**config.mk**
```make
export PLATFORM = sky130hd
export DESIGN_NAME = qte_fifo
export DESIGN_NICKNAME = d
export VERILOG_FILES = /design/src/hw/rtl/qte_pkg.sv /design/src/hw/rtl/qte_fifo.sv
export SDC_FILE = /design/constraint.sdc
export NUM_CORES = 1
export LEC_CHECK = 0
export BUFFER_PORTS_ARGS = -buffer_cell sky130_fd_sc_hd__buf_4
export CAP_MARGIN = 10
export CORE_ASPECT_RATIO = 0.8
export CORE_UTILIZATION = 52
export DETAILED_ROUTE_END_ITERATION = 12
export PLACE_DENSITY = 0.79
export SLEW_MARGIN = 40
export SYNTH_ARGS = -nofsm -noshare
export SYNTH_HDL_FRONTEND = slang
export SYNTH_SLANG_ARGS = --single-unit
```
**constraint.sdc**
```tcl
create_clock -name clk_i -period 10.2 [get_ports clk_i]
set_clock_uncertainty 0.05 [all_clocks]
set_input_delay 0.51 -clock clk_i [delete_from_list [all_inputs] [get_ports clk_i]]
set_output_delay 0.51 -clock clk_i [all_outputs]
set_load 0.02 [all_outputs]
```
**src/hw/rtl/qte_pkg.sv**
```systemverilog
// Shared types and constants for the quaternion to Euler angle block.
package qte_pkg;

  // Component format: signed, CompWidth bits, CompWidth-2 fraction bits
  localparam int CompWidth   = 16;
  localparam int AngleWidth  = 16;
  // Component product in Q30, magnitude up to 2^32
  localparam int ProdW       = 34;
  // Sums and 1-2(...) terms in Q30, magnitude up to 2^34
  localparam int ValW        = 36;
  // Clamped asin argument, range [-2^30, 2^30]
  localparam int SinW        = 32;
  // Square root of up to 2^60
  localparam int RootW       = 31;
  localparam int RemW        = 62;
  // Angle accumulator, 2^32 is one full turn
  localparam int ZW          = 34;
  localparam int AngleTabLen = 24;

  // Scaling of a raw product into Q30
  localparam int ProdFrac = 2 * (CompWidth - 2);
  localparam int ProdShR  = (ProdFrac > 30) ? ProdFrac - 30 : 0;
  localparam int ProdShL  = (ProdFrac > 30) ? 0 : 30 - ProdFrac;

  localparam logic signed [ValW-1:0] Q30One      = ValW'(64'd1 << 30);
  localparam logic signed [ZW-1:0]   QuarterTurn = ZW'(64'd1 << 30);

  // atan(2^-i) with 2^32 per turn
  localparam logic [31:0] AngleStep [0:AngleTabLen-1] = '{
    32'h20000000, 32'h12E4051E, 32'h09FB385B, 32'h051111D4,
    32'h028B0D43, 32'h0145D7E1, 32'h00A2F61E, 32'h00517C55,
    32'h0028BE53, 32'h00145F2F, 32'h000A2F98, 32'h000517CC,
    32'h00028BE6, 32'h000145F3, 32'h0000A2FA, 32'h0000517D,
    32'h000028BE, 32'h0000145F, 32'h00000A30, 32'h00000518,
    32'h0000028C, 32'h00000146, 32'h000000A3, 32'h00000051
  };

  typedef struct packed {
    logic signed [CompWidth-1:0] q_w;
    logic signed [CompWidth-1:0] q_x;
    logic signed [CompWidth-1:0] q_y;
    logic signed [CompWidth-1:0] q_z;
  } qte_quat_t;

  typedef struct packed {
    logic signed [AngleWidth-1:0] roll_angle;
    logic signed [AngleWidth-1:0] pitch_angle;
    logic signed [AngleWidth-1:0] yaw_angle;
    logic                         pitch_clamped;
  } qte_euler_t;

  // Classified work item between front and back
  typedef struct packed {
    logic signed [ValW-1:0] roll_y;
    logic signed [ValW-1:0] roll_x;
    logic signed [ValW-1:0] yaw_y;
    logic signed [ValW-1:0] yaw_x;
    logic signed [SinW-1:0] sin_arg;
    logic                   clamp;
  } qte_cmd_t;

  typedef struct packed {
    logic empty;
    logic full;
  } qte_fifo_st_t;

endpackage

```
**src/hw/rtl/qte_fifo.sv**
```systemverilog
// Small register queue between the front and back ends.
module qte_fifo import qte_pkg::*; #(
  parameter int Depth = 2
) (
  input  logic         clk_i,
  input  logic         rst_ni,
  input  logic         push_i,
  input  qte_cmd_t     data_i,
  input  logic         pop_i,
  output qte_cmd_t     data_o,
  output qte_fifo_st_t status_o
);

  localparam int PtrW = (Depth > 1) ? $clog2(Depth) : 1;
  localparam int CntW = $clog2(Depth + 1);

  qte_cmd_t          mem_q [Depth];
  logic [PtrW-1:0]   wr_q, rd_q;
  logic [CntW-1:0]   cnt_q;
  logic              do_push, do_pop;

  assign do_pop  = pop_i && (cnt_q != '0);
  assign do_push = push_i && ((cnt_q != CntW'(Depth)) || do_pop);

  // Storage
  always_ff @(posedge clk_i) begin
    if (do_push) begin
      mem_q[wr_q] <= data_i;
    end
  end

  // Pointers and fill count
  always_ff @(posedge clk_i or negedge rst_ni) begin
    if (!rst_ni) begin
      wr_q  <= '0;
      rd_q  <= '0;
      cnt_q <= '0;
    end else begin
      if (do_push) begin
        wr_q <= (wr_q == PtrW'(Depth - 1)) ? '0 : wr_q + 1'b1;
      end
      if (do_pop) begin
        rd_q <= (rd_q == PtrW'(Depth - 1)) ? '0 : rd_q + 1'b1;
      end
      cnt_q <= cnt_q + CntW'(do_push) - CntW'(do_pop);
    end
  end

  assign data_o         = mem_q[rd_q];
  assign status_o.empty = (cnt_q == '0);
  assign status_o.full  = (cnt_q == CntW'(Depth));

endmodule

```
==> flow_summary.ini, run 1 <==
[timing]
rsz0062_at_grt = no
setup_viol = 0
fmax_mhz = 254
postLayoutSetupSlackWorst_ps = 6270
min_period_over_period_pct = 38.6
finalHoldWorstSlack_ps = 145
slew_headroom_pct = 49.3
period_needed_ps = 3930
tightest_slew_ps = 760
finalHoldViolations = 0
setup_tns_ps = 0
slew_violations = 0

[logic_synthesis]
ys_warn_count = 0
avgSynthCellArea_um2 = 23.4
seq_area_frac_synth_pct = 79.7
synth_cell_types = 18
netlist_area_mm2 = 0.0135
synth.largest_area_cell = edfxtp_1
synth_cells = 575
synth_area_leaders = edfxtp_1, mux2_4, mux2_2
synth_nets = 757
ys_ff_latch = 358
synth_top_area_share_pct = 78.9

[clock_network]
cts_made_buffers = 36
cts_setup_buffers = 0
cts-root-buf = clkbuf_16
htreeDepth = 2
cts.sinks = 358
clk_latency_ps = 500
cts_tree = yes
clockBufferDepth = 3
clkSlewWorstSetupHoldPaths_ps = 60

[critical_path]
endpoint_kind = output pin
cp_common_cell = buf_4
slowest_delay_ps = 890
worstPathCellList = buf_4 -> buf_12 -> buf_4 -> mux2_4 -> buf_4
crit_path_start_kind = flip-flop
critPathKind = flip-flop to output pin
crit_arrival_ps = 3370
cp.required_ps = 9640
cp_slowest_cell = dfrtp_4
crit_fanout = 53

[finish]
num-fill-cells = 1597
multi_input_area_mm2 = 0.00254
nets = 1146
syn2layout_area_growth_pct = 31.6
diodes = 0
fin_cells = 1313
layout_commonest_cell = buf_4
seq_area_mm2 = 0.0107
final_cell_mix = buf_4, edfxtp_1, mux2_4
final_layout_size_suffix_gt1_share_pct = 60.9

[floorplan]
initial_core_util_pct = 53.1
design.die.area_mm2 = 0.0265
die-width_um = 182
ios = 360
coreArea_mm2 = 0.0254
rows = 52
die_h_um = 146

[power_and_ir_drop]
total_power_mw = 5.29
ir_worst_vdd_v = 0.000236
p_leak_nw = 6.97
power_density_mw_per_mm2 = 299

[global_route]
grt_pass1_vias = 6853
antenna_found_initial = 0
grt.overflow.total = 0
grt_usage_pct = 19.9
grt_pass1_wl_mm = 39.3
grt_max_degree = 77

[drt]
drt_iter0_drc = 360
drc = 0
drt_pass1_iterations = 4
vias_per_cell = 5.11
wl_per_cell_um = 20.5
ant_nets = 0
via_count = 6710
drt-total-wl_mm = 26.9

[placed_design]
dpl.hpwl_mm = 18.6
gp_congestion = 0.784
portBuffers = 359
dp_cells = 1248
place_ws_ps = 6620

[flow_run]
cap_violations = 0

[min_path]
hold_class = primary input to flip-flop

[outcome]
status = finished clean
==> through the flow <==
stage / util, % / instance area [um2]
floorplan: - / 13500
global placement: 64.8 / 16400
detailed placement: 65.2 / 16500
CTS: 69.8 / 17700
global route: 69.8 / 17700
finish: 69.8 / 17700
==> per-layer routing <==
layer	vias up	routed length, um	GRT usage, %
met5	-	0	0
met4	0	658	6.51
met3	53	2590	7.13
met2	321	13000	33.2
met1	3261	10600	24.3
li1	3075	-	-
==> state kept, by name (all words and copies together) (netlist names) <==
register  count
cnt_q         2
rd_q          1
wr_q          1
mem_q       354
==> logic make-up (layout without fill, tap and decap cells) <==
| logic type | Yosys count | count (layout) | share of synthesized area [%] |
|---|---|---|---|
| AOI/OAI and AO/OA | 4 | 4 | 0.149 |
| xor gates and xnor gates | 4 | 4 | 0.260 |
| adders and majority gates | 1 | 1 | 0.0929 |
| buffers and inverters | 22 | 436 | 1.52 |
| DFF | 358 | 358 | 79.7 |
| muxes | 177 | 177 | 18.0 |
| and+or+nand+nor | 9 | 9 | 0.334 |
==> worst max-delay path, delay by kind of cell (launching register included) <==
kind	cells	cell delay (ps)
buffers and inverters	4	1550
flip-flops	1	890
multiplexers	1	360
==> area by class of cell <==
class	instances	share of cell area, %
Multi-Input combinational cell	195	14.4
Timing Repair Buffer	371	16.2
Clock buffer	44	5.37
Sequential cell	358	60.6
Tap cell	324	2.29
Clock inverter	19	1.14
Inverter	2	0.0424
==> report_power, final <==
| group | switching (mW) | total, mW | internal [mW] |
|---|---|---|---|
| combinational | 0.986 | 1.91 | 0.920 |
| clock | 0.511 | 1.28 | 0.767 |
| sequential | 0.123 | 2.11 | 1.99 |
==> what timing repair did <==
item / 4_1_cts / 5_1_grt
endpoints found under the hold margin: 4 / 0
hold buffers: 1 / 0
resized for setup: 0 / 0
endpoints found under the setup margin: 0 / 0
==> synth_stat cells <==
cell,number
inv_1,2
o21ai_1,1
ha_1,1
nand2b_1,2
buf_8,1
edfxtp_1,354
buf_2,5
a21oi_1,2
xor2_1,1
mux2_2,64
nand2_1,2
buf_6,14
o21ai_0,1
xnor2_1,3
mux2_4,113
nor2_1,4
nor4bb_1,1
dfrtp_1,4
==> path summary, 6_finish.rpt <==
| path | depth (start not counted) | slack, ps | start | end |
|---|---|---|---|---|
| hold reg to reg | 1 | 510 | wr_q | wr_q |
| min in group asynchronous | 2 | 300 | rst_ni | cnt_q[0] |
| setup reg to reg | 5 | 7780 | cnt_q[0] | mem_q[1][100] |
| setup / recovery | 5 | 6270 | rd_q | data_o[105] |
| hold / removal | 1 | 140 | data_i[16] | mem_q[1][16] |
| max in group asynchronous | 2 | 9690 | rst_ni | rd_q |
Note: power is estimated with default switching activity, not from simulation.
==> run 2, diff against run 1 <==
==> constraint.sdc (replaced) <==
create_clock -name clk_i -period 4 [get_ports clk_i]
set_clock_uncertainty 0.05 [all_clocks]
set_input_delay 0.2 -clock clk_i [delete_from_list [all_inputs] [get_ports clk_i]]
set_output_delay 0.2 -clock clk_i [all_outputs]
set_load 0.02 [all_outputs]
==> flow_summary.ini, run 2 (synthesis results as in run 1) <==
[outcome]
status = finished clean

[placed_design]
portBuffers = 359
place_ws_ps = 1830
dpl.hpwl_mm = 19.1
gp_congestion = 0.764
dp_cells = 1249

[critical_path]
critPathKind = flip-flop to output pin
critPathTopFamily = flip-flops
slowest_delay_ps = 820
crit_arrival_ps = 2380
worstPathCellList = buf_16 -> buf_12 -> mux2_4 -> buf_4
cp_slowest_cell = dfrtp_4
cp.required_ps = 3750
crit_path_start_kind = flip-flop
crit_fanout = 37
critical_path_buf_inv_count = 3
endpoint_kind = output pin

[clock_network]
htreeDepth = 2
cts.sinks = 358
cts_setup_buffers = 0
cts_made_buffers = 35
cts-root-buf = clkbuf_16
clockBufferDepth = 3
clk_latency_ps = 490
cts_tree = yes
clkSlewWorstSetupHoldPaths_ps = 60

[finish]
final_layout_size_suffix_gt1_share_pct = 50.9
fin_cells = 1492
largest-register = mem_q
reg_top3 = mem_q (354), cnt_q (2)
largest_reg_flops = 354
layout_commonest_cell = buf_4
fin_util_pct = 76.7
final_cell_mix = buf_4, edfxtp_1, dlygate4sd3_1
syn2layout_area_growth_pct = 44.5
nets = 1325

[drt]
wl_per_cell_um = 22.0
drt_iter0_drc = 591
drc = 0
drt_pass1_iterations = 4
vias_per_cell = 5.16
via_count = 7697
drt-total-wl_mm = 32.8
ant_nets = 0

[global_route]
grt.overflow.total = 0
grt_usage_pct = 24.2
grt_max_degree = 84
antenna_found_initial = 2
grt_pass1_wl_mm = 47.8
grt_pass1_vias = 8293

[timing]
fmax_mhz = 380
finalHoldWorstSlack_ps = 89.6
slew_violations = 0
rsz0062_at_grt = no
min_period_over_period_pct = 65.7
setup_viol = 0
slew_headroom_pct = 51.5
postLayoutSetupSlackWorst_ps = 1370
period_needed_ps = 2630
tightest_slew_ps = 728
finalHoldViolations = 0

[power_and_ir_drop]
total_power_mw = 13.7
power_density_mw_per_mm2 = 704
ir_worst_vdd_v = 0.000490
p_leak_nw = 7.68

[floorplan]
ios = 360
die_h_um = 146
die-width_um = 182
coreArea_mm2 = 0.0254
rows = 52
initial_core_util_pct = 53.1
design.die.area_mm2 = 0.0265

[min_path]
hold_class = primary input to flip-flop

[flow_run]
cap_violations = 0
[run 2: cell count changes in the layout (fill, tap and decap cells not counted), moves of 4 or more]
cell,delta
clkinv_2,-5
clkbuf_1,+4
dlygate4sd3_1,+179
buf_12,+5
buf_6,-4
[run 2: layer usage]
layer | up-vias | track usage, % | wire length, um
met3 | 60 | 7.51 | 2910
met5 | - | 0 | 0
met2 | 382 | 43.8 | 17100
li1 | 3428 | - | -
met4 | 0 | 7.61 | 838
met1 | 3827 | 27.1 | 11900
[run 2: final cells by class]
type | count | area [um2]
well taps | 324 | 405
clock buffers | 48 | 967
inverters | 2 | 7.51
diodes | 2 | 5.00
repair buffers | 551 | 4680
multi-input cells | 195 | 2540
clock inverters | 12 | 106
flip-flops and latches | 358 | 10700
fillers | 1344 | 5920
[run 2: path summary, 6_finish.rpt]
check | startpoint | end | slack, ps | cells past startpoint
setup / recovery | rd_q | data_o[74] | 1370 | 4
hold / removal | push_i | cnt_q[1] | 90 | 4
setup reg to reg | cnt_q[0] | mem_q[1][50] | 1980 | 4
hold reg to reg | wr_q | wr_q | 510 | 1
max in group asynchronous | rst_ni | rd_q | 3140 | 3
min in group asynchronous | rst_ni | rd_q | 560 | 3
[run 2: repair_timing]
item	in CTS	in global routing
hold buffers	180	0
hold endpoints to repair	359	0
gates resized for setup	0	0
[run 2: stage by stage]
step / instance area, um2 / setup TNS, ps
2_1_floorplan: 13500 / -627140
6_report: 19500 / 0
3_5_place_dp: 16500 / 0
3_3_place_gp: 16500 / 0
4_1_cts: 19400 / 0
5_1_grt: 19400 / 0
[run 2: power by group]
group | internal [mW] | switching (mW)
combinational | 2.49 | 2.69
sequential | 5.07 | 0.324
clock | 1.82 | 1.30
[run 2: tightest hold or removal path, stage by stage]
cell,delay [ps]
buf_4,110
nor4bb_1,50
a21oi_1,140
xnor2_1,90
